[src/rtl/core/swgcr_pkg.sv]
// Shared types, codes and lookup tables for the sine wave glyph column renderer.
package swgcr_pkg;

   localparam int CmdDepthDefault = 4;
   localparam int RspDepthDefault = 4;

   localparam logic [1:0] KIND_START_FRAME = 2'd0;
   localparam logic [1:0] KIND_CHARACTER   = 2'd1;
   localparam logic [1:0] KIND_END_FRAME   = 2'd2;

   localparam logic [1:0] CSR_SCREEN_WIDTH = 2'd0;
   localparam logic [1:0] CSR_PHASE_STEP   = 2'd1;

   localparam logic [7:0] SCREEN_WIDTH_RESET = 8'd128;
   localparam logic [6:0] PHASE_STEP_RESET   = 7'd2;

   localparam logic [2:0] SPACING_COL = 3'd0;
   localparam logic [2:0] FINAL_COL   = 3'd5;

   typedef enum logic [1:0] {
      OP_START,
      OP_CHAR,
      OP_END
   } op_type;

   typedef struct packed {
      logic [1:0] kind;
      logic [6:0] char_code;
      logic [2:0] skip_columns;
   } req_type;

   typedef struct packed {
      logic [31:0] column_bits;
      logic [6:0]  column_x;
      logic        last;
   } rsp_type;

   // Classified request: glyph columns packed with column 1 in the top byte.
   typedef struct packed {
      op_type      op;
      logic [39:0] glyph;
      logic [2:0]  skip;
   } cmd_type;

   typedef struct packed {
      logic [7:0] screen_width;
      logic [6:0] phase_step;
   } cfg_type;

   function automatic logic [7:0] quarter_wave(input logic [3:0] idx);
      logic [7:0] val;
      case (idx)
         4'd0:    val = 8'hCB;
         4'd1:    val = 8'hAA;
         4'd2:    val = 8'h99;
         4'd3:    val = 8'h88;
         4'd4:    val = 8'h77;
         4'd5:    val = 8'h66;
         4'd6:    val = 8'h55;
         4'd7:    val = 8'h44;
         4'd8:    val = 8'h33;
         4'd9:    val = 8'h32;
         4'd10:   val = 8'h22;
         4'd11:   val = 8'h11;
         4'd12:   val = 8'h11;
         default: val = 8'h00;
      endcase
      return val;
   endfunction

   // Quarter-wave nibble table mirrored in phase and in amplitude.
   function automatic logic [4:0] sine_offset(input logic [6:0] phase);
      logic [4:0] q;
      logic [7:0] pair;
      logic [4:0] nib;
      q = phase[4:0];
      if (phase[5]) begin
         q = 5'h1F - q;
      end
      pair = quarter_wave(q[4:1]);
      nib  = q[0] ? {1'b0, pair[3:0]} : {1'b0, pair[7:4]};
      if (phase[6]) begin
         nib = 5'h17 - nib;
      end
      return nib;
   endfunction

   function automatic logic [39:0] glyph_row(input logic [5:0] glyph);
      logic [39:0] row;
      case (glyph)
         6'd0:    row = 40'h00_00_00_00_00;
         6'd1:    row = 40'h00_00_2F_00_00;
         6'd2:    row = 40'h00_07_00_07_00;
         6'd3:    row = 40'h14_7F_14_7F_14;
         6'd4:    row = 40'h24_2A_7F_2A_12;
         6'd5:    row = 40'h23_13_08_64_62;
         6'd6:    row = 40'h36_49_55_22_50;
         6'd7:    row = 40'h00_05_03_00_00;
         6'd8:    row = 40'h00_1C_22_41_00;
         6'd9:    row = 40'h00_41_22_1C_00;
         6'd10:   row = 40'h14_08_3E_08_14;
         6'd11:   row = 40'h08_08_3E_08_08;
         6'd12:   row = 40'h00_00_A0_60_00;
         6'd13:   row = 40'h08_08_08_08_08;
         6'd14:   row = 40'h00_60_60_00_00;
         6'd15:   row = 40'h20_10_08_04_02;
         6'd16:   row = 40'h3E_51_49_45_3E;
         6'd17:   row = 40'h00_42_7F_40_00;
         6'd18:   row = 40'h42_61_51_49_46;
         6'd19:   row = 40'h21_41_45_4B_31;
         6'd20:   row = 40'h18_14_12_7F_10;
         6'd21:   row = 40'h27_45_45_45_39;
         6'd22:   row = 40'h3C_4A_49_49_30;
         6'd23:   row = 40'h01_71_09_05_03;
         6'd24:   row = 40'h36_49_49_49_36;
         6'd25:   row = 40'h06_49_49_29_1E;
         6'd26:   row = 40'h00_36_36_00_00;
         6'd27:   row = 40'h00_56_36_00_00;
         6'd28:   row = 40'h08_14_22_41_00;
         6'd29:   row = 40'h14_14_14_14_14;
         6'd30:   row = 40'h00_41_22_14_08;
         6'd31:   row = 40'h02_01_51_09_06;
         6'd32:   row = 40'h32_49_59_51_3E;
         6'd33:   row = 40'h7C_12_11_12_7C;
         6'd34:   row = 40'h7F_49_49_49_36;
         6'd35:   row = 40'h3E_41_41_41_22;
         6'd36:   row = 40'h7F_41_41_22_1C;
         6'd37:   row = 40'h7F_49_49_49_41;
         6'd38:   row = 40'h7F_09_09_09_01;
         6'd39:   row = 40'h3E_41_49_49_7A;
         6'd40:   row = 40'h7F_08_08_08_7F;
         6'd41:   row = 40'h00_41_7F_41_00;
         6'd42:   row = 40'h20_40_41_3F_01;
         6'd43:   row = 40'h7F_08_14_22_41;
         6'd44:   row = 40'h7F_40_40_40_40;
         6'd45:   row = 40'h7F_02_0C_02_7F;
         6'd46:   row = 40'h7F_04_08_10_7F;
         6'd47:   row = 40'h3E_41_41_41_3E;
         6'd48:   row = 40'h7F_09_09_09_06;
         6'd49:   row = 40'h3E_41_51_21_5E;
         6'd50:   row = 40'h7F_09_19_29_46;
         6'd51:   row = 40'h46_49_49_49_31;
         6'd52:   row = 40'h01_01_7F_01_01;
         6'd53:   row = 40'h3F_40_40_40_3F;
         6'd54:   row = 40'h1F_20_40_20_1F;
         6'd55:   row = 40'h3F_40_38_40_3F;
         6'd56:   row = 40'h63_14_08_14_63;
         6'd57:   row = 40'h07_08_70_08_07;
         6'd58:   row = 40'h61_51_49_45_43;
         6'd59:   row = 40'h00_7F_41_41_00;
         6'd60:   row = 40'h02_04_08_10_20;
         6'd61:   row = 40'h00_41_41_7F_00;
         6'd62:   row = 40'h04_02_01_02_04;
         default: row = 40'h40_40_40_40_40;
      endcase
      return row;
   endfunction

endpackage

[src/rtl/core/swgcr_fifo.sv]
// Small first-in first-out queue of registers with show-ahead read data.
module swgcr_fifo #(
   parameter int  Depth     = 4,
   parameter type data_type = logic
) (
   input  logic     clock,
   input  logic     reset,
   input  logic     push,
   input  data_type wr_data,
   output logic     full,
   input  logic     pop,
   output data_type rd_data,
   output logic     empty
);

   localparam int PtrWidth   = (Depth > 1) ? $clog2(Depth) : 1;
   localparam int CountWidth = $clog2(Depth + 1);

   data_type              mem_ff [Depth];
   logic [PtrWidth-1:0]   wr_ptr_ff, wr_ptr_in;
   logic [PtrWidth-1:0]   rd_ptr_ff, rd_ptr_in;
   logic [CountWidth-1:0] count_ff, count_in;
   logic                  do_push, do_pop;

   assign full    = (count_ff == CountWidth'(Depth));
   assign empty   = (count_ff == '0);
   assign do_push = push && !full;
   assign do_pop  = pop && !empty;
   assign rd_data = mem_ff[rd_ptr_ff];

   always_comb begin
      wr_ptr_in = wr_ptr_ff;
      rd_ptr_in = rd_ptr_ff;
      count_in  = count_ff;
      if (do_push) begin
         wr_ptr_in = (wr_ptr_ff == PtrWidth'(Depth - 1)) ? '0 : wr_ptr_ff + 1'b1;
      end
      if (do_pop) begin
         rd_ptr_in = (rd_ptr_ff == PtrWidth'(Depth - 1)) ? '0 : rd_ptr_ff + 1'b1;
      end
      if (do_push && !do_pop) begin
         count_in = count_ff + 1'b1;
      end else if (do_pop && !do_push) begin
         count_in = count_ff - 1'b1;
      end
   end

   always_ff @(posedge clock) begin
      if (reset) begin
         wr_ptr_ff <= '0;
         rd_ptr_ff <= '0;
         count_ff  <= '0;
      end else begin
         wr_ptr_ff <= wr_ptr_in;
         rd_ptr_ff <= rd_ptr_in;
         count_ff  <= count_in;
      end
   end

   always_ff @(posedge clock) begin
      if (do_push) begin
         mem_ff[wr_ptr_ff] <= wr_data;
      end
   end

endmodule

[src/rtl/core/swgcr_front.sv]
// Front end: accepts requests, classifies them and fetches the glyph row.
module swgcr_front (
   input  swgcr_pkg::req_type req_data,
   input  logic               push,
   input  logic               cmd_full,
   output swgcr_pkg::cmd_type cmd_data,
   output logic               cmd_push
);

   logic       known_kind;
   logic [5:0] glyph_idx;

   // Codes below the font wrap onto its upper half.
   assign glyph_idx = 6'(req_data.char_code - 7'd32);

   always_comb begin
      known_kind     = 1'b1;
      cmd_data.glyph = swgcr_pkg::glyph_row(glyph_idx);
      cmd_data.skip  = req_data.skip_columns;
      case (req_data.kind)
         swgcr_pkg::KIND_START_FRAME: cmd_data.op = swgcr_pkg::OP_START;
         swgcr_pkg::KIND_CHARACTER:   cmd_data.op = swgcr_pkg::OP_CHAR;
         swgcr_pkg::KIND_END_FRAME:   cmd_data.op = swgcr_pkg::OP_END;
         default: begin
            // Unused kind: accept and drop.
            cmd_data.op = swgcr_pkg::OP_END;
            known_kind  = 1'b0;
         end
      endcase
   end

   assign cmd_push = push && !cmd_full && known_kind;

endmodule

[src/rtl/core/swgcr_back.sv]
// Back end: steps through the columns of each character request and renders them.
module swgcr_back (
   input  logic               clock,
   input  logic               reset,
   input  swgcr_pkg::cfg_type cfg,
   input  swgcr_pkg::cmd_type cmd_data,
   input  logic               cmd_empty,
   output logic               cmd_pop,
   output swgcr_pkg::rsp_type rsp_data,
   output logic               rsp_push,
   input  logic               rsp_full
);

   logic [6:0] phase_ff, phase_in;
   logic [7:0] pos_ff, pos_in;
   logic [2:0] skip_ff, skip_in;
   logic [2:0] col_ff, col_in;

   logic [7:0]  col_byte;
   logic [4:0]  offset;
   logic        at_end;
   logic        drop;
   logic        final_col;
   logic        width_reached;

   always_comb begin
      case (col_ff)
         3'd1:    col_byte = cmd_data.glyph[39:32];
         3'd2:    col_byte = cmd_data.glyph[31:24];
         3'd3:    col_byte = cmd_data.glyph[23:16];
         3'd4:    col_byte = cmd_data.glyph[15:8];
         3'd5:    col_byte = cmd_data.glyph[7:0];
         default: col_byte = 8'h00;
      endcase
   end

   assign offset        = swgcr_pkg::sine_offset(phase_ff);
   assign at_end        = (pos_ff >= cfg.screen_width);
   // At position zero the spacing column and the first skip-1 glyph columns go.
   assign drop          = (pos_ff == 8'd0) && (skip_ff > col_ff);
   assign final_col     = (col_ff == swgcr_pkg::FINAL_COL);
   assign width_reached = ({1'b0, pos_ff} + 9'd1) >= {1'b0, cfg.screen_width};

   always_comb begin
      rsp_data.column_bits = (col_ff == swgcr_pkg::SPACING_COL) ? 32'd0
                                                                : 32'(col_byte) << offset;
      rsp_data.column_x    = pos_ff[6:0];
      rsp_data.last        = final_col || width_reached;
   end

   always_comb begin
      phase_in = phase_ff;
      pos_in   = pos_ff;
      skip_in  = skip_ff;
      col_in   = col_ff;
      cmd_pop  = 1'b0;
      rsp_push = 1'b0;
      if (!cmd_empty) begin
         case (cmd_data.op)
            swgcr_pkg::OP_START: begin
               pos_in  = 8'd0;
               skip_in = cmd_data.skip;
               cmd_pop = 1'b1;
            end
            swgcr_pkg::OP_END: begin
               phase_in = phase_ff - cfg.phase_step;
               cmd_pop  = 1'b1;
            end
            swgcr_pkg::OP_CHAR: begin
               if (at_end) begin
                  // Screen is full: drop the rest of the character.
                  col_in  = swgcr_pkg::SPACING_COL;
                  cmd_pop = 1'b1;
               end else if (drop) begin
                  if (final_col) begin
                     col_in  = swgcr_pkg::SPACING_COL;
                     cmd_pop = 1'b1;
                  end else begin
                     col_in = col_ff + 3'd1;
                  end
               end else if (!rsp_full) begin
                  rsp_push = 1'b1;
                  pos_in   = pos_ff + 8'd1;
                  phase_in = phase_ff + 7'd1;
                  if (rsp_data.last) begin
                     col_in  = swgcr_pkg::SPACING_COL;
                     cmd_pop = 1'b1;
                  end else begin
                     col_in = col_ff + 3'd1;
                  end
               end
            end
            default: begin
               cmd_pop = 1'b1;
            end
         endcase
      end
   end

   always_ff @(posedge clock) begin
      if (reset) begin
         phase_ff <= '0;
         pos_ff   <= '0;
         skip_ff  <= '0;
         col_ff   <= swgcr_pkg::SPACING_COL;
      end else begin
         phase_ff <= phase_in;
         pos_ff   <= pos_in;
         skip_ff  <= skip_in;
         col_ff   <= col_in;
      end
   end

`ifndef SYNTHESIS
   a_col_range: assert property (@(posedge clock) disable iff (reset)
      col_ff <= swgcr_pkg::FINAL_COL)
      else $error("column counter beyond final column");

   a_emit_in_screen: assert property (@(posedge clock) disable iff (reset)
      rsp_push |-> (pos_ff < cfg.screen_width))
      else $error("column emitted at or beyond screen width");

   a_last_closes: assert property (@(posedge clock) disable iff (reset)
      (rsp_push && rsp_data.last) |-> cmd_pop ##1 (col_ff == swgcr_pkg::SPACING_COL))
      else $error("character not retired after its last column");

   a_phase_step: assert property (@(posedge clock) disable iff (reset)
      rsp_push |=> (phase_ff == 7'($past(phase_ff) + 7'd1)))
      else $error("phase did not advance with an emitted column");
`endif

endmodule

[src/rtl/core/sine_wave_glyph_column_renderer.sv]
// Top level of the sine wave glyph column renderer: queues, control registers, front and back.
// Path: with the sequencer idle, an accepted request passes through the command queue and
// then the response queue before its first column is visible; each dropped leading column
// delays it further. Throughput: the column sequencer handles one column slot per cycle
// while results do not back up, dropped slots included; a character has six slots, fewer
// once the screen end cuts it short; a frame start or end also passes through it, an unused kind never reaches it.
// Reset (synchronous): queues empty, phase, position and skip cleared, width 128, step 2.
module sine_wave_glyph_column_renderer #(
   parameter int CmdDepth = swgcr_pkg::CmdDepthDefault,
   parameter int RspDepth = swgcr_pkg::RspDepthDefault
) (
   input  logic               clock,
   input  logic               reset,
   input  logic               push,
   output logic               full,
   input  swgcr_pkg::req_type req_data,
   output logic               empty,
   input  logic               pop,
   output swgcr_pkg::rsp_type rsp_data,
   input  logic               csr_valid,
   output logic               csr_ready,
   input  logic [1:0]         csr_index,
   input  logic [7:0]         csr_wdata
);

   swgcr_pkg::cfg_type cfg_ff, cfg_in;
   swgcr_pkg::cmd_type cmd_wr, cmd_rd;
   swgcr_pkg::rsp_type rsp_wr;
   logic               cmd_push, cmd_pop, cmd_empty;
   logic               rsp_push, rsp_full;

   assign csr_ready = 1'b1;

   always_comb begin
      cfg_in = cfg_ff;
      if (csr_valid) begin
         case (csr_index)
            swgcr_pkg::CSR_SCREEN_WIDTH: cfg_in.screen_width = csr_wdata;
            swgcr_pkg::CSR_PHASE_STEP:   cfg_in.phase_step   = csr_wdata[6:0];
            default:                     cfg_in              = cfg_ff;
         endcase
      end
   end

   always_ff @(posedge clock) begin
      if (reset) begin
         cfg_ff.screen_width <= swgcr_pkg::SCREEN_WIDTH_RESET;
         cfg_ff.phase_step   <= swgcr_pkg::PHASE_STEP_RESET;
      end else begin
         cfg_ff <= cfg_in;
      end
   end

   swgcr_front u_front (
      .req_data (req_data),
      .push     (push),
      .cmd_full (full),
      .cmd_data (cmd_wr),
      .cmd_push (cmd_push)
   );

   swgcr_fifo #(
      .Depth     (CmdDepth),
      .data_type (swgcr_pkg::cmd_type)
   ) u_cmd_fifo (
      .clock   (clock),
      .reset   (reset),
      .push    (cmd_push),
      .wr_data (cmd_wr),
      .full    (full),
      .pop     (cmd_pop),
      .rd_data (cmd_rd),
      .empty   (cmd_empty)
   );

   swgcr_back u_back (
      .clock     (clock),
      .reset     (reset),
      .cfg       (cfg_ff),
      .cmd_data  (cmd_rd),
      .cmd_empty (cmd_empty),
      .cmd_pop   (cmd_pop),
      .rsp_data  (rsp_wr),
      .rsp_push  (rsp_push),
      .rsp_full  (rsp_full)
   );

   swgcr_fifo #(
      .Depth     (RspDepth),
      .data_type (swgcr_pkg::rsp_type)
   ) u_rsp_fifo (
      .clock   (clock),
      .reset   (reset),
      .push    (rsp_push),
      .wr_data (rsp_wr),
      .full    (rsp_full),
      .pop     (pop),
      .rd_data (rsp_data),
      .empty   (empty)
   );

endmodule
[config.mk]
export PLATFORM = sky130hd
export DESIGN_NAME = sine_wave_glyph_column_renderer
export DESIGN_NICKNAME = d
export VERILOG_FILES = /design/src/rtl/core/swgcr_pkg.sv /design/src/rtl/core/swgcr_fifo.sv /design/src/rtl/core/swgcr_front.sv /design/src/rtl/core/swgcr_back.sv /design/src/rtl/core/sine_wave_glyph_column_renderer.sv
export SDC_FILE = /design/constraint.sdc
export NUM_CORES = 1
export LEC_CHECK = 0
export BUFFER_PORTS_ARGS = -buffer_cell sky130_fd_sc_hd__buf_2
export CAP_MARGIN = 20
export CORE_MARGIN = 2
export CORE_UTILIZATION = 55
export CTS_CLUSTER_DIAMETER = 80
export CTS_CLUSTER_SIZE = 12
export DETAILED_ROUTE_END_ITERATION = 8
export PLACE_DENSITY = 0.73
export SYNTH_ARGS = -nofsm -noshare
export SYNTH_HDL_FRONTEND = slang
export SYNTH_SLANG_ARGS = --single-unit
[constraint.sdc]
create_clock -name clock -period 3.9 [get_ports clock]
set_input_delay 0.78 -clock clock [delete_from_list [all_inputs] [get_ports clock]]
set_output_delay 0.78 -clock clock [all_outputs]
set_load 0.02 [all_outputs]
# [After elaboration in Yosys (flattened, before gate mapping)]
# Memories as Yosys holds them, arrays and structs flattened. A register that Yosys moved wholly into a read port is not among the register bits.
# Cells that the tools add are included.
[word_totals] reg_bits=50 ram_bits=340 mem_bits_ro=2432 output_inout_bits=43 wordCells=143 mem_count=4
[mem_list] memory="(name not given)" words=64 word_bits=36 rd=1 rd_ports_with_merged_regs=0 write_ports=0 line="swgcr_pkg.sv:90" rtl="case (glyph)"
[mem_list] memory="u_cmd_fifo.mem_ff" words=4 word_bits=45 rd=1 rd_ports_with_merged_regs=1 write_ports=1 line="swgcr_fifo.sv:19" rtl="data_type mem_ff [Depth];"
[mem_list] memory="u_rsp_fifo.mem_ff" words=4 word_bits=40 rd=1 rd_ports_with_merged_regs=1 write_ports=1 line="swgcr_fifo.sv:19"
[mem_list] memory="(name not given)" words=16 word_bits=8 rd=1 rd_ports_with_merged_regs=0 write_ports=0 line="swgcr_pkg.sv:52" rtl="case (idx)"
[classes] addsub=16 order_cmp=3 n_eq_ne=20 n_shift=1 n_mux=48 bitwise_logic=1 reduce_logical=38
[ops] cell="8-bit case mux with 5 select lines" n=1
[ops] cell="32-bit two-way mux" n=1
[ops] cell="8-bit by 5-bit left shift with 32-bit output" n=1
[ops] cell="3-bit two-way mux" n=9
[ops] cell="8-bit two-way mux" n=3
[ops] cell="7-bit two-way mux" n=3
[ops] cell="1-bit two-way mux" n=17
[ops] cell="2-bit two-way mux" n=8
[ops] cell="8-bit case mux with 2 select lines" n=1
[ops] cell="7-bit case mux with 2 select lines" n=1
[ops] cell="2-bit == test (second input constant)" n=6
[ops] cell="3-bit == test (second input constant)" n=4
[ops] cell="1-bit logical AND" n=11
[ops] cell="5-bit two-way mux" n=2
[ops] cell="5-bit AND reduction" n=2
[ops] cell="5-bit subtractor (first input constant)" n=2
[ops] cell="3-bit by 1-bit adder with 3-bit output (second input constant)" n=3
[ops] cell="8-bit by 1-bit adder with 9-bit output (second input constant)" n=1
[ops] cell="9-bit by 8-bit greater-or-equal comparator with 1-bit output" n=1
[ops] cell="3-bit logical NOT" n=3
[ops] cell="2-bit by 1-bit adder with 2-bit output (second input constant)" n=4
[ops] cell="8-bit by 1-bit adder with 8-bit output (second input constant)" n=1
[ops] cell="8-bit greater-or-equal comparator" n=1
[ops] cell="1-bit logical NOT" n=8
[ops] cell="20 further kinds" n=33

# [Longest topological paths before layout]
# Gate-level depths: netlist of the first run.
[depth] ltp_word=13 ltp_mapped=17

# [Cells and area by module]
# A second synthesis of the first run with hierarchy kept.
[hier_totals] cells_unflattened=1508 hier_area_um2=20290.7
[modules_own_cells] mod="swgcr_fifo (u_cmd_fifo)" n_inst=1 cells_each=285 area_each_um2=6990.5 seq_area_each_um2=5585.4
[modules_own_cells] mod="swgcr_fifo (u_rsp_fifo)" n_inst=1 cells_each=259 area_each_um2=6257.3 seq_area_each_um2=4984.8
[modules_own_cells] mod="swgcr_back" n_inst=1 cells_each=467 area_each_um2=3563.4 seq_area_each_um2=420.4
[modules_own_cells] mod="swgcr_front" n_inst=1 cells_each=433 area_each_um2=2815.2 seq_area_each_um2=0.0
[modules_own_cells] mod="sine_wave_glyph_column_renderer" n_inst=1 cells_each=64 area_each_um2=664.4 seq_area_each_um2=300.3

# [Worst setup path after synthesis of the first run]
# OpenSTA, ideal clock, no wires.
[synth_path] path_kind="flip-flop to flip-flop" from="register u_back.pos_ff[0]" to="register u_cmd_fifo.count_ff[2]" arrival_time_ps=3780 required_ps=3830 slack_ps=50 stages_incl_launch_ff=18 path_buffers=0 synth_period_minus_slack_ps=3850 path_cell_list="dfxtp_1 > ha_1 > and3_1 > and3_1 > xor2_1 > ha_1 > a21oi_1 > nor2b_1 > a2111oi_0 > o211ai_1 > a21oi_1 > a31o_2 > ha_1 > inv_1 > fa_1 > xor2_1 > or3_1 > a21oi_1"
[synth_rtl] element="start, declared" line="swgcr_back.sv:15" rtl="logic [7:0] pos_ff, pos_in;"
[synth_rtl] element="start signal, assigned" line="swgcr_back.sv:108" rtl="pos_ff <= pos_in;"
[synth_rtl] element="end signal, assigned" line="swgcr_fifo.sv:56" rtl="count_ff <= count_in;"
[synth_rtl] element="end, declared" line="swgcr_fifo.sv:22" rtl="logic [CountWidth-1:0] count_ff, count_in;"

==> flow_summary.json, run 1 <==
{
  "tightest_slew_ns": 1.01,
  "max_cap_viol_count": 0,
  "root_buffer": "clkbuf_16",
  "yosysWarnings": 0,
  "critPathMaxFanout": 3,
  "holdBufCountCts": 0,
  "synth-xor-area-share": 0.0122,
  "antenna_found_initial": 0,
  "clk_pin_slew_ns": 0.06,
  "synth_fa_ha_area_frac": 0.0455,
  "grt-ovfl-total": 0,
  "final_nets": 1639,
  "grtUsageTotal": 0.251,
  "startpoint_type": "flip-flop",
  "synthArstFlopShare": 0,
  "instances_no_fill": 2012,
  "setup_viol": 0,
  "hold_ws_ns": 0.465,
  "power.density_mw_per_mm2": 576,
  "port_buffers": 67,
  "synth_top_area_share": 0.522,
  "combPwrFrac": 0.319,
  "synth_edf_count": 324,
  "crit_buf_inv": 1,
  "synthCells": 1462,
  "fin_crit_sh": 0.955,
  "vdd_drop_max_mv": 0.324,
  "yosysTopAreaCell": "edfxtp_1",
  "r2r_setup_slack_ns": 0.17,
  "detail_route.wl_per_cell_um": 22.0,
  "clk_latency_ns": 0.52,
  "tritoncts": "done",
  "run_status": "finished clean",
  "ys_ff_latch": 378,
  "avgSynthCellArea_sq_um": 12.7,
  "synthMuxAreaShare": 0.121,
  "fin_worst_skew_ns": 0.0187,
  "drt.antenna.violating_nets": 0,
  "grt_use_met3": 0.0329,
  "swShare": 0.322,
  "final_core_util": 0.624,
  "synth-simple-area-share": 0.0885,
  "place_area_sq_mm": 0.0198,
  "synth_cell_types": 77,
  "busiest_layer": "met2",
  "p_seq_frac": 0.416,
  "syn_area_sq_mm": 0.0186,
  "p_leak_nw": 7.13,
  "synth_seq_area_share": 0.580,
  "initial_core_util": 0.557,
  "slew_violations": 0,
  "num_antenna_cells": 0,
  "post-place-cells": 1955,
  "num_vias": 12660,
  "critPathRequiredTime_ns": 4.34,
  "layout.filler_cells": 2535,
  "crit_family": "adder cells",
  "clock.fmax_mhz": 268,
  "syn_to_final_growth_pct": 12.0,
  "clock-sinks": 378,
  "clockBufferDepth": 3,
  "die_w_um": 188,
  "layout_min_cycle_time_ns": 3.73,
  "cts_buffers": 37,
  "maxSlewHeadroom": 0.322,
  "htree_levels": 2,
  "core-area_sq_mm": 0.0334,
  "cpPeakStageDelay_ns": 0.37,
  "via_per_inst": 6.29,
  "crit_path_end_kind": "flip-flop",
  "finalInstanceArea_sq_mm": 0.0209,
  "dieArea_sq_mm": 0.0354,
  "use_met1": 0.337,
  "grt_max_degree": 81,
  "p_int_mw": 8.14,
  "drc": 0,
  "drt_iter0_drc": 1447,
  "synth.area.top_cells": "edfxtp_1 (52%), mux4_2 (8.1%), dfxtp_1 (5.8%), ha_1 (4.2%), mux2i_1 (3.7%)",
  "place_hpwl_um": 29600,
  "hold_viol": 0,
  "grt_pass1_vias": 12187,
  "met2_usage": 0.426,
  "grt_pass1_wl_um": 69100,
  "gp_congestion": 1.01,
  "fp-row-count": 67,
  "clkPwrFrac": 0.264,
  "worstPathArrival_ns": 4.17,
  "drt-total-wl_um": 44200,
  "switchingPower_mw": 3.88,
  "hold_path.class": "input port to flip-flop",
  "synth-main-ff-cell": "edfxtp_1",
  "synth_top_family_by_area": "compound AO/OA/AOI/OAI gates",
  "cp_slowest_cell": "fa_1",
  "drive_above_1_share": 0.187,
  "drtPass1Iterations": 6,
  "criticalPathCategory": "flip-flop to flip-flop",
  "ioPinCount": 70,
  "synth-compound-area-share": 0.123,
  "die_h_um": 188,
  "cp_cell_sequence": "ha_2, and3_4, and3_1, xor2_1, ha_1, and3_4, a2111oi_4, o211ai_1, a21oi_1, a31o_2, ha_2, inv_1, fa_1, xor2_1, or3_1, a21oi_1"
}
-- placed cells by master, fill, tap and decap left out, types with 5 or more instances in the layout --
cell type	synthesis	final
edfxtp_1	324	324
nor2_1	135	135
a21oi_1	105	104
nand2_1	88	88
o21ai_0	72	72
mux2i_1	69	69
mux4_2	67	67
buf_2	11	67
ha_1	63	61
buf_4	5	60
dfxtp_1	54	47
inv_1	40	40
clkbuf_16	0	38
o22ai_1	35	35
nor3_1	26	26
xor2_1	20	20
nand3_1	17	17
a211oi_1	17	17
clkbuf_1	66	17
a21o_1	15	15
nor2b_1	15	15
a31oi_1	15	15
nand2b_1	13	13
o211ai_1	13	13
or3_1	11	11
and2_1	17	9
a32oi_1	9	9
a311oi_1	9	9
and2_2	0	8
buf_12	0	8
and3_1	10	7
dfxtp_2	0	7
a22oi_1	6	6
o31ai_1	6	6
nor4_1	6	6
or2_2	5	5
xnor2_1	6	5
conb_1	2	5
-- state kept, by name, indices dropped and copies added (netlist names), named ones only --
signal	cells
u_cmd_fifo.mem_ff	164
u_rsp_fifo.mem_ff	160
cfg_ff	15
u_back.pos_ff	8
u_back.phase_ff	7
u_back.col_ff	3
u_back.skip_ff	3
u_cmd_fifo.count_ff	3
u_rsp_fifo.count_ff	3
u_cmd_fifo.rd_ptr_ff	2
u_cmd_fifo.wr_ptr_ff	2
u_rsp_fifo.rd_ptr_ff	2
u_rsp_fifo.wr_ptr_ff	2
-- final timing paths --
kind	end	cells after the start	startpoint
worst max-delay path	u_cmd_fifo.count_ff[2]	16	u_back.pos_ff[0]
worst min-delay path	cfg_ff[14]	2	csr_wdata[7]
worst max register to register	u_cmd_fifo.count_ff[2]	16	u_back.pos_ff[0]
worst min register to register	flip-flop	2	u_cmd_fifo.rd_ptr_ff[0]
-- cell usage after synthesis (17+ instances only) --
cell / number
a211oi_1: 17
a21oi_1: 105
and2_1: 17
clkbuf_1: 66
dfxtp_1: 54
edfxtp_1: 324
ha_1: 63
inv_1: 40
mux2i_1: 69
mux4_2: 67
nand2_1: 88
nand3_1: 17
nor2_1: 135
nor3_1: 26
o21ai_0: 72
o22ai_1: 35
xor2_1: 20
-- cell type report --
| class | instances | area, sq um | area share |
|---|---|---|---|
| Multi-Input combinational cell | 950 | 7340 | 0.352 |
| Sequential cell | 378 | 10800 | 0.518 |
| Clock inverter | 2 | 23.8 | 0.00114 |
| Clock buffer | 55 | 1010 | 0.0486 |
| Timing Repair Buffer | 135 | 946 | 0.0453 |
| Inverter | 44 | 165 | 0.00791 |
| Tap cell | 448 | 561 | 0.0269 |
-- logic make-up (layout without fill, tap and decap cells) --
family,after synthesis,count (layout)
flops,378,378
simple gates,358,358
compound gates,354,354
mux,141,141
buf+inv,137,236
fa+ha+maj,66,66
xor+xnor,26,26
other cells,2,5
-- what timing repair did --
item / CTS / global route
setup buffers: 0 / 0
setup endpoints to repair: 1 / 1
resized for setup: 1 / 13
pin swaps: 1 / 6
-- metal layers --
metal | wire length [um] | share of wire | vias up
met5 | 0 | 0 | -
met4 | 1440 | 0.033 | 0
met3 | 3010 | 0.068 | 136
met2 | 21800 | 0.49 | 556
met1 | 18000 | 0.41 | 6185
li1 | - | - | 5783
-- power by group through the flow --
stage	registers, mW	clock network, mW	logic (mW)
floorplan	4.97	0	2.93
global placement	5.06	0	3.74
detailed placement	5.09	0	3.81
CTS	5.01	3.24	3.84
global route	5.05	3.38	4.16
finish	5.00	3.18	3.84
-- through the flow --
step	setup slack, ns	power [mW]	TNS (ns)
finish	0.174	12.0	0
CTS	0.0110	12.1	0
global placement	0.0852	8.79	0
floorplan	0.0497	7.90	0
detailed placement	0.0283	8.90	0
global route	-0.00777	12.6	-0.00777
Note: power is estimated with default switching activity, not from simulation.
==> run 2, diff against run 1 <==
CAP_MARGIN = 10   (was 20)
CTS_BUF_LIST = sky130_fd_sc_hd__clkbuf_2 sky130_fd_sc_hd__clkbuf_4 sky130_fd_sc_hd__clkbuf_8   (was not set)
PLACE_DENSITY = 0.7   (was 0.73)
clock period = 3.8 ns   (was 3.9 ns; I/O delays follow)
==> run 2 against run 1 <==
Effect of this change: sequential share of layout area rose by 0.38 points; clock power fell by 22%; core utilization fell by 0.46 points; sequential cell count did not move; cell count rose by 1.1%; via count fell by 1.0%; critical path depth did not move; hold slack got worse by 0.063 ns; count of clock-buffer cells in the layout fell by 1; clock skew rose by 0.032 ns; die area did not move; critical endpoint unchanged; total power fell by 3.8%.
==> flow_summary.json, run 2 (synthesis results as in run 1) <==
{
  "run_status": "finished clean",
  "crit_family": "adder cells",
  "drtPass1Iterations": 5,
  "tritoncts": "done",
  "startpoint_type": "flip-flop",
  "dieArea_sq_mm": 0.0354,
  "initial_core_util": 0.557,
  "drc": 0,
  "num_vias": 12529,
  "r2r_setup_slack_ns": 0.13,
  "vdd_drop_max_mv": 0.373,
  "die_w_um": 188,
  "port_buffers": 67,
  "cp_cell_sequence": "ha_2, and3_1, and3_4, xor2_2, ha_1, and3_4, a2111oi_4, o211ai_1, a21oi_1, a31o_2, ha_2, inv_1, fa_2, xor2_1, or3_1, a21oi_1",
  "syn_to_final_growth_pct": 11.2,
  "cpPeakStageDelay_ns": 0.34,
  "place_area_sq_mm": 0.0199,
  "crit_path_end_kind": "flip-flop",
  "htree_levels": 2,
  "via_per_inst": 6.16,
  "reg_top3": "u_cmd_fifo.mem_ff (164), u_rsp_fifo.mem_ff (160), cfg_ff (15)",
  "core-area_sq_mm": 0.0334,
  "hold_viol": 0,
  "r2r_end": "u_cmd_fifo.count_ff[2]",
  "layout_min_cycle_time_ns": 3.67,
  "drive_above_1_share": 0.209,
  "crit_end": "u_cmd_fifo.count_ff[2]",
  "fp-row-count": 67,
  "final_cell_mix": "edfxtp_1 (324), nor2_1 (135), a21oi_1 (105)",
  "r2r_start": "u_back.pos_ff[0]",
  "grt_max_degree": 70,
  "cp.depth": 16,
  "place_hpwl_um": 31300,
  "final_common_cell": "edfxtp_1",
  "tightest_slew_ns": 1.00,
  "power.density_mw_per_mm2": 558,
  "clock.fmax_mhz": 272,
  "clockBufferDepth": 3,
  "criticalPathCategory": "flip-flop to flip-flop",
  "finalInstanceArea_sq_mm": 0.0207,
  "drt-total-wl_um": 44700,
  "r2r_cells": 16,
  "gp_congestion": 1.00,
  "hold_path.class": "input port to flip-flop",
  "setup_viol": 0,
  "fin_worst_skew_ns": 0.0511,
  "layout.filler_cells": 2568,
  "regMostFlops": "u_cmd_fifo.mem_ff",
  "critPathMaxFanout": 3,
  "clk_latency_ns": 0.57,
  "cp_slowest_cell": "dfxtp_2",
  "critPathRequiredTime_ns": 4.29,
  "detail_route.wl_per_cell_um": 22.0,
  "maxSlewHeadroom": 0.325,
  "max_cap_viol_count": 0,
  "clock-sinks": 378,
  "ioPinCount": 70,
  "worstPathArrival_ns": 4.16,
  "clk_pin_slew_ns": 0.09,
  "largest_register_ff_count": 164,
  "grt_pass1_wl_um": 69100,
  "grt_pass1_vias": 12079,
  "drt_iter0_drc": 1117,
  "final_core_util": 0.619,
  "cts_buffers": 38,
  "die_h_um": 188,
  "p_leak_nw": 7.12,
  "drt.antenna.violating_nets": 0,
  "fin_crit_sh": 0.966,
  "crit_buf_inv": 1,
  "root_buffer": "clkbuf_8",
  "critPathLaunch": "u_back.pos_ff[0]",
  "grt-ovfl-total": 0,
  "num_antenna_cells": 0,
  "antenna_found_initial": 0,
  "slew_violations": 0,
  "grtUsageTotal": 0.253,
  "final_nets": 1661,
  "power_mw": 11.6
}
## run 2: changes by cell type in the layout (fill, tap and decap cells not counted), sizes merged
cell    change
bufinv      +1
clkbuf      -1
buf        +21
inv         +1
clkinv      +1
## run 2: power by group
group	leakage (nW)	switching, mW	total, mW	internal [mW]
sequential	3.29	0.225	5.12	4.89
clock	0.378	1.30	2.47	1.16
combinational	3.45	2.31	3.98	1.66
total	7.12	3.84	11.6	7.72
## run 2: repair_timing
item | 4_1_cts | 5_1_grt
setup endpoints to repair | 1 | 2
setup buffers | 0 | 2
pin swaps | 1 | 5
hold buffers | 0 | 0
gates resized for setup | 0 | 10
## run 2: worst min-delay path by stage
| stage | from | end | slack (ns) | cells past startpoint |
|---|---|---|---|---|
| 2_1_floorplan | u_back.skip_ff[0] | u_back.skip_ff[0] | 0.46 | 2 |
| 3_3_place_gp | u_rsp_fifo.count_ff[2] | u_rsp_fifo.count_ff[2] | 0.48 | 2 |
| 3_5_place_dp | u_cmd_fifo.rd_ptr_ff[0] | flip-flop | 0.48 | 2 |
| 4_1_cts | req_data[0] | u_cmd_fifo.mem_ff[0][0] | 0.37 | 1 |
| 5_1_grt | csr_wdata[7] | cfg_ff[14] | 0.38 | 2 |
| 6_report | csr_wdata[7] | cfg_ff[14] | 0.40 | 2 |
## run 2: stage by stage
stage / cells / hold slack, ns / setup WS, ns / setup TNS (ns)
floorplan: 1465 / 0.460 / 0.0114 / 0
global placement: 1974 / 0.478 / -0.0170 / -0.0170
detailed placement: 1974 / 0.481 / -0.00772 / -0.00772
CTS: 2033 / 0.374 / 0.00197 / 0
global route: 2035 / 0.384 / -0.00960 / -0.00960
finish: 2035 / 0.402 / 0.129 / 0
## run 2: layout make-up
| cell class | count | area [sq um] | area share |
|---|---|---|---|
| inverters | 44 | 165 | 0.00797 |
| multi-input cells | 950 | 7350 | 0.355 |
| flip-flops and latches | 378 | 10800 | 0.522 |
| clock inverters | 5 | 70.1 | 0.00338 |
| well taps | 448 | 561 | 0.0271 |
| clock buffers | 54 | 643 | 0.0310 |
| repair buffers | 156 | 1120 | 0.0539 |
## run 2: per-layer routing
metal / vias to the layer above / routed length (um) / GRT usage
met5: - / 0 / 0
met4: 0 / 1750 / 0.0987
met3: 123 / 2660 / 0.0326
met2: 469 / 21800 / 0.424
met1: 6132 / 18500 / 0.340
li1: 5805 / - / -
==> run 3, diff against run 2 <==
PLACE_DENSITY = 0.73   (was 0.7)
clock period = 3.25 ns   (was 3.8 ns; I/O delays follow)
==> run 3 against run 2 <==
Effect of this change: total power is 19% higher; count of clock-buffer cells in the layout increased by 2; worst setup slack worse by 0.44 ns; the flow now finishes with violations (negative setup slack); sequential power grew 17%; critical path depth stayed put; critical endpoint unchanged; non-clock buffer count is 44 higher; die area unchanged; clock skew decreased by 0.019 ns; via count grew 1.4%.
==> flow_summary.json, run 3 (synthesis results as in run 1) <==
{
  "crit_family": "simple AND/OR/NAND/NOR gates",
  "drt-total-wl_um": 45100,
  "cp_cell_sequence": "and3_4, and3_4, buf_6, xor2_1, ha_1, and3_4, a2111oi_4, o211ai_1, a21oi_1, a31o_2, ha_4, inv_2, fa_2, xor2_1, or3_1, a21oi_1",
  "r2r_cells": 16,
  "clk_latency_ns": 0.55,
  "antenna_found_initial": 0,
  "final_common_cell": "edfxtp_1",
  "clockBufferDepth": 3,
  "core-area_sq_mm": 0.0334,
  "max_cap_viol_count": 0,
  "startpoint_type": "flip-flop",
  "root_buffer": "clkbuf_8",
  "layout_setup_ws_ns": -0.314,
  "r2r_end": "u_cmd_fifo.count_ff[2]",
  "pre_cts_ws_ns": -0.372,
  "via_per_inst": 6.11,
  "num_antenna_cells": 0,
  "drt_iter0_drc": 1270,
  "power.density_mw_per_mm2": 648,
  "drt.antenna.violating_nets": 0,
  "clk_pin_slew_ns": 0.08,
  "syn_to_final_growth_pct": 13.7,
  "grt-ovfl-total": 0,
  "slew_violations": 0,
  "final_cell_mix": "edfxtp_1 (324), nor2_1 (135), buf_4 (117)",
  "hold_path.class": "input port to flip-flop",
  "critPathMaxFanout": 3,
  "initial_core_util": 0.557,
  "dieArea_sq_mm": 0.0354,
  "crit_end": "u_cmd_fifo.count_ff[2]",
  "drc": 0,
  "port_buffers": 67,
  "cts_buffers": 37,
  "crit_buf_inv": 2,
  "fin_crit_sh": 1.10,
  "grtUsageTotal": 0.257,
  "cp_slowest_cell": "dfxtp_4",
  "grt_pass1_vias": 12468,
  "detail_route.wl_per_cell_um": 21.7,
  "largest_register_ff_count": 164,
  "power_mw": 13.7,
  "final_nets": 1704,
  "r2r_start": "u_back.pos_ff[0]",
  "clock-sinks": 378,
  "maxSlewHeadroom": 0.476,
  "cp.depth": 16,
  "run_status": "complete, but fails checks",
  "htree_levels": 2,
  "cpPeakStageDelay_ns": 0.37,
  "reg_top3": "u_cmd_fifo.mem_ff (164), u_rsp_fifo.mem_ff (160), cfg_ff (15)",
  "drive_above_1_share": 0.241,
  "vdd_drop_max_mv": 0.426,
  "tritoncts": "done",
  "drtPass1Iterations": 6,
  "setup_tns_ns": -0.316,
  "regMostFlops": "u_cmd_fifo.mem_ff",
  "critPathLaunch": "u_back.pos_ff[0]",
  "tightest_slew_ns": 0.779,
  "gp_congestion": 0.986,
  "criticalPathCategory": "flip-flop to flip-flop",
  "r2r_setup_slack_ns": -0.31,
  "worstPathArrival_ns": 4.04,
  "fp-row-count": 67,
  "layout_min_cycle_time_ns": 3.56,
  "fin_worst_skew_ns": 0.0320,
  "critPathRequiredTime_ns": 3.72,
  "clock.fmax_mhz": 281,
  "die_w_um": 188,
  "setup_viol": 2,
  "violations": "negative setup slack",
  "grt_pass1_wl_um": 70700,
  "num_vias": 12699,
  "p_leak_nw": 7.35,
  "ioPinCount": 70,
  "place_hpwl_um": 32000,
  "hold_viol": 0,
  "grt_max_degree": 70,
  "cp_common_cell": "and3_4",
  "die_h_um": 188,
  "holdBufCountCts": 0,
  "crit_path_end_kind": "flip-flop",
  "rsz0062_at_grt": "yes"
}
==> run 3: cell types whose count changed in the layout (fill, tap and decap cells not counted), sizes merged <==
| cell | before | now |
|---|---|---|
| clkbuf | 54 | 56 |
| bufinv | 1 | 0 |
| buf | 156 | 200 |
| clkinv | 2 | 0 |
| clkinvlp | 1 | 3 |
==> run 3: area by class of cell <==
| type | count | area [sq um] |
|---|---|---|
| Multi-Input combinational cell | 950 | 7440 |
| Timing Repair Buffer | 200 | 1520 |
| Tap cell | 448 | 561 |
| Sequential cell | 378 | 10800 |
| Inverter | 44 | 170 |
| Clock inverter | 4 | 33.8 |
| Fill cell | 2583 | 12200 |
| Clock buffer | 56 | 652 |
==> run 3: worst min path at each step <==
stage | from | end | slack [ns] | cells after the start
2_1_floorplan | u_back.skip_ff[0] | u_back.skip_ff[0] | 0.46 | 2
3_3_place_gp | u_cmd_fifo.rd_ptr_ff[0] | flip-flop | 0.47 | 2
3_5_place_dp | u_cmd_fifo.rd_ptr_ff[0] | flip-flop | 0.48 | 2
4_1_cts | csr_wdata[7] | cfg_ff[14] | 0.28 | 2
5_1_grt | csr_wdata[7] | cfg_ff[14] | 0.28 | 2
6_report | csr_wdata[7] | cfg_ff[14] | 0.30 | 2
==> run 3: through the flow <==
step                instances  cell area, sq um   util  hold slack, ns
floorplan                1465             18700      -           0.460
global placement         2012             20400  0.608           0.465
detailed placement       2012             20400  0.608           0.484
CTS                      2075             21100  0.631           0.276
global route             2080             21200  0.634           0.282
finish                   2080             21200  0.634           0.302
==> run 3: per-layer routing <==
layer | share of wire | routed length [um] | GRT usage
met3 | 0.054 | 2420 | 0.0298
met5 | 0 | 0 | 0
met1 | 0.41 | 18500 | 0.339
met2 | 0.50 | 22800 | 0.446
met4 | 0.033 | 1510 | 0.0848
==> run 3: repair_timing <==
| action | 4_1_cts | 5_1_grt |
|---|---|---|
| setup endpoints to repair | 2 | 50 |
| resized for setup | 8 | 16 |
| pin swaps | 15 | 9 |
| setup buffers | 3 | 5 |
==> run 3: where the power goes <==
| group | switching, mW | total [mW] | internal (mW) |
|---|---|---|---|
| Clock | 1.51 | 2.80 | 1.29 |
| Combinational | 2.81 | 4.96 | 2.15 |
| Sequential | 0.257 | 5.98 | 5.72 |
